[src/rtl/core/ccsf_pkg.sv]
`timescale 1ns / 1ps

package ccsf_pkg;

  // Coordinate space: one table entry per column
  localparam int COORD_W     = 10;
  localparam int COORD_RANGE = 1 << COORD_W;
  localparam int SIZE_W      = COORD_W + 1;
  localparam logic [COORD_W-1:0] COORD_MAX = COORD_W'(COORD_RANGE - 1);

  // Command codes
  localparam logic [1:0] CMD_ADD   = 2'd0;
  localparam logic [1:0] CMD_QUERY = 2'd1;
  localparam logic [1:0] CMD_CLEAR = 2'd2;

  // One column table entry
  typedef struct packed {
    logic               used;
    logic [COORD_W-1:0] min_y;
    logic [COORD_W-1:0] max_y;
  } col_entry_t;

  // Bounding box of all pixels added since the last clear
  typedef struct packed {
    logic               any;
    logic [COORD_W-1:0] left;
    logic [COORD_W-1:0] right;
    logic [COORD_W-1:0] top;
    logic [COORD_W-1:0] bottom;
  } box_t;

endpackage

[src/rtl/core/ccsf_box.sv]
`timescale 1ns / 1ps

// Bounding box tracker: a clear resets the box; independent min and max tests on every add.
module ccsf_box
  import ccsf_pkg::*;
(
  input  logic               clk,
  input  logic               rst,
  input  logic               update,
  input  logic [1:0]         cmd,
  input  logic               add_ok,
  input  logic [COORD_W-1:0] x,
  input  logic [COORD_W-1:0] y,
  output box_t               box
);

  box_t box_next;

  always_comb begin
    box_next = box;
    if (update && (cmd == CMD_CLEAR)) begin
      box_next.any    = 1'b0;
      box_next.left   = COORD_MAX;
      box_next.right  = '0;
      box_next.top    = COORD_MAX;
      box_next.bottom = '0;
    end else if (update && (cmd == CMD_ADD) && add_ok) begin
      box_next.any = 1'b1;
      if (x < box.left)   box_next.left   = x;
      if (x > box.right)  box_next.right  = x;
      if (y < box.top)    box_next.top    = y;
      if (y > box.bottom) box_next.bottom = y;
    end
  end

  always_ff @(posedge clk) begin
    if (rst) begin
      box.any    <= 1'b0;
      box.left   <= COORD_MAX;
      box.right  <= '0;
      box.top    <= COORD_MAX;
      box.bottom <= '0;
    end else begin
      box <= box_next;
    end
  end

endmodule

[config.mk]
export PLATFORM = sky130hd
export DESIGN_NAME = ccsf_box
export DESIGN_NICKNAME = d
export VERILOG_FILES = /design/src/rtl/core/ccsf_pkg.sv /design/src/rtl/core/ccsf_box.sv
export SDC_FILE = /design/constraint.sdc
export NUM_CORES = 1
export LEC_CHECK = 0
export ABC_CLOCK_PERIOD_IN_PS = 3300
export BUFFER_PORTS_ARGS = -buffer_cell sky130_fd_sc_hd__buf_2
export CAP_MARGIN = 40
export CELL_PAD_IN_SITES_DETAIL_PLACEMENT = 1
export CELL_PAD_IN_SITES_GLOBAL_PLACEMENT = 1
export CORE_ASPECT_RATIO = 0.8
export CORE_MARGIN = 2
export CORE_UTILIZATION = 30
export DETAILED_ROUTE_END_ITERATION = 6
export PLACE_DENSITY = 0.73
export SLEW_MARGIN = 20
export SYNTH_ARGS = -nofsm -noshare
export SYNTH_HDL_FRONTEND = slang
export SYNTH_SLANG_ARGS = --single-unit
[constraint.sdc]
create_clock -name clk -period 3.3 [get_ports clk]
set_input_delay 0.33 -clock clk [delete_from_list [all_inputs] [get_ports clk]]
set_output_delay 0.33 -clock clk [all_outputs]
set_load 0.05 [all_outputs]
==> results.json <==
{
  "fin_crit_ps": 2093,
  "status": "complete, no violations",
  "p_leak_nw": 1.454,
  "cts_setup_buffers": 0,
  "die_w_um": 108.8,
  "nets": 447,
  "grt_max_degree": 38,
  "yosys_warnings": 0,
  "diodes": 0,
  "r2r_end": "box[9]$_SDFFE_PP0P_",
  "synth_top_area_cell": "dfxtp_1",
  "area_delta_synth_final_pct": 20.12,
  "place_hpwl_mm": 5.981,
  "critPathLaunchType": "register",
  "clkSinkCount": 41,
  "rsz0062_at_grt": "no",
  "post_drt_wl_per_cell_um": 15.26,
  "first_pass_iters": 4,
  "remaining_drc_errors": 0,
  "async_flop_share": 0,
  "cts_buffers": 5,
  "holdPathStages": 3,
  "drv_cap": 0,
  "synth.ff_latch_count": 41,
  "synth_area_leaders": "dfxtp_1 (31%), ha_1 (18%), mux2i_1 (7.6%)",
  "path_clk_slew_ps": 90,
  "drtIter0Drc": 70,
  "clock_skew_ps": 13.03,
  "setup-tns-final_ps": 0,
  "whs_ps": 328.4,
  "final_util": 0.3717,
  "seq_area_frac_synth": 0.3113,
  "worstPathMaxFanout": 10,
  "final_cell_mix": "buf_2 (66), nor2_1 (46), inv_1 (41), dfxtp_1 (41), ha_1 (38)",
  "synth_ff_type": "dfxtp_1",
  "crit_required_ps": 3510,
  "largest_register_ffs": 41,
  "worstMarginPinSlew_ps": 685.7,
  "syn_avg_cell_area_sq_um": 8.316,
  "rr_worst_depth": 7,
  "yosys.area.top_type_share": 0.3113,
  "end_kind": "register",
  "nFillCells": 1046,
  "syn_inst": 317,
  "antenna_found_initial": 0,
  "hold_path.class": "input pin to register",
  "ctsHtreeMaxLevel": 2,
  "initial_core_util": 0.3094,
  "row_count": 30,
  "yosysUniqueCellTypes": 33,
  "fmax_ghz": 0.4777,
  "critPathKind": "register to register",
  "vias": 2408,
  "ant_nets": 0,
  "setup_violations": 0,
  "r2r-start": "box[5]$_SDFFE_PP0P_",
  "min_from": "x[0]",
  "viasPerCell": 4.855,
  "ff2ff_setup_slack_ps": 1210,
  "clock_latency_ps": 290,
  "hold_viol": 0,
  "synth_nets": 381,
  "gp_congestion": 0.7927,
  "coreArea_sq_mm": 0.008521,
  "max_slew_margin": 0.5429,
  "total_power_mw": 1.055,
  "top_register": "box",
  "drive_gt1_frac": 0.2344,
  "power_density_mw_per_mm2": 333.2,
  "grt_pass1_wl_mm": 12.16,
  "cts.repair.resized": 0,
  "hold_buffers": 0,
  "cts_tree": "yes",
  "fp.dieH_um": 87.85,
  "final.period_utilization": 0.6343,
  "min_to": "box[20]$_SDFFE_PP0P_",
  "synth_area_sq_mm": 0.002636,
  "grt.overflow.total": 0,
  "ir_drop_uv": 167.4,
  "grt_usage": 0.1633,
  "design.die.area_sq_mm": 0.009558,
  "first_global_vias": 2450,
  "reg.largest.list": "box (41)",
  "synth_edf_count": 0,
  "clk_path_buf_depth": 2,
  "ios": 67,
  "cts-root-buf": "clkbuf_8",
  "drv_slew": 0,
  "routed_wirelength_mm": 7.571,
  "mostFrequentLayoutCell": "buf_2",
  "portBuffers": 66,
  "worstPathArrival_ps": 2300
}
-- per-stage QoR --
stage               instance area (sq um)  instances  setup slack, ps
floorplan                            2636        317             1199
global placement                     3080        488             1207
detailed placement                   3080        488             1144
CTS                                  3167        496             1209
global route                         3167        496            992.0
finish                               3167        496             1207
-- critical path: stages, from the launching register on --
cell and delay [ps]:
dfxtp_1 380, inv_1 60, ha_1 300, a21oi_1 150, o21ai_1 140, a2111oi_4 660
o21ai_0 170, a21oi_1 170
-- worst max path at each step --
| stage | to | cells after the start | slack (ps) | start |
|---|---|---|---|---|
| finish | box[9]$_SDFFE_PP0P_ | 7 | 1210 | box[5]$_SDFFE_PP0P_ |
| detailed placement | box[0]$_SDFFE_PP0P_ | 7 | 1140 | y[5] |
| floorplan | box[0]$_SDFFE_PP0P_ | 7 | 1200 | box[5]$_SDFFE_PP0P_ |
| global route | box[1]$_SDFFE_PP0P_ | 7 | 990 | box[5]$_SDFFE_PP0P_ |
| CTS | box[0]$_SDFFE_PP0P_ | 7 | 1210 | box[5]$_SDFFE_PP0P_ |
| global placement | box[20]$_SDFFE_PP0P_ | 7 | 1210 | x[5] |
-- area by class of cell --
| type | count | area [sq um] | share of cell area |
|---|---|---|---|
| flip-flops and latches | 41 | 820.8 | 0.2592 |
| inverters | 41 | 153.9 | 0.04860 |
| clock inverters | 3 | 17.52 | 0.005531 |
| well taps | 112 | 140.1 | 0.04425 |
| multi-input cells | 224 | 1605 | 0.5069 |
| repair buffers | 70 | 360.3 | 0.1138 |
| clock buffers | 5 | 68.82 | 0.02173 |
-- report_power, final --
| part | leakage, nW | internal, mW | total, mW | switching [mW] |
|---|---|---|---|---|
| sequential | 0.332 | 0.503 | 0.509 | 0.00637 |
| clock | 0.0439 | 0.147 | 0.339 | 0.193 |
| combinational | 1.08 | 0.0673 | 0.206 | 0.139 |
-- logic make-up (layout without fill, tap and decap cells) --
family | Yosys count | count (layout) | synth area share
buf+inv | 52 | 119 | 0.08021
fa+ha+maj | 38 | 38 | 0.1804
compound gates | 75 | 75 | 0.1898
simple gates | 91 | 91 | 0.1623
flops | 41 | 41 | 0.3113
mux | 20 | 20 | 0.07594
-- synth_stat cells (all sizes together) (3+ instances only) --
master / count
a211oi: 4
a21o: 3
a21oi: 30
a31oi: 3
and4: 4
buf: 4
clkbuf: 7
dfxtp: 41
ha: 38
inv: 41
mux2i: 20
nand2: 5
nand2b: 5
nand3: 22
nand4: 5
nor2: 46
o21ai: 27
-- layer usage --
layer	GRT usage	up-vias	share of wire
met1	0.2348	1135	0.51
met5	0	-	0
met4	0.03147	0	0.0053
met3	0.02827	2	0.034
met2	0.2580	33	0.45
li1	-	1238	-
Power figures use the tool's default switching activity.
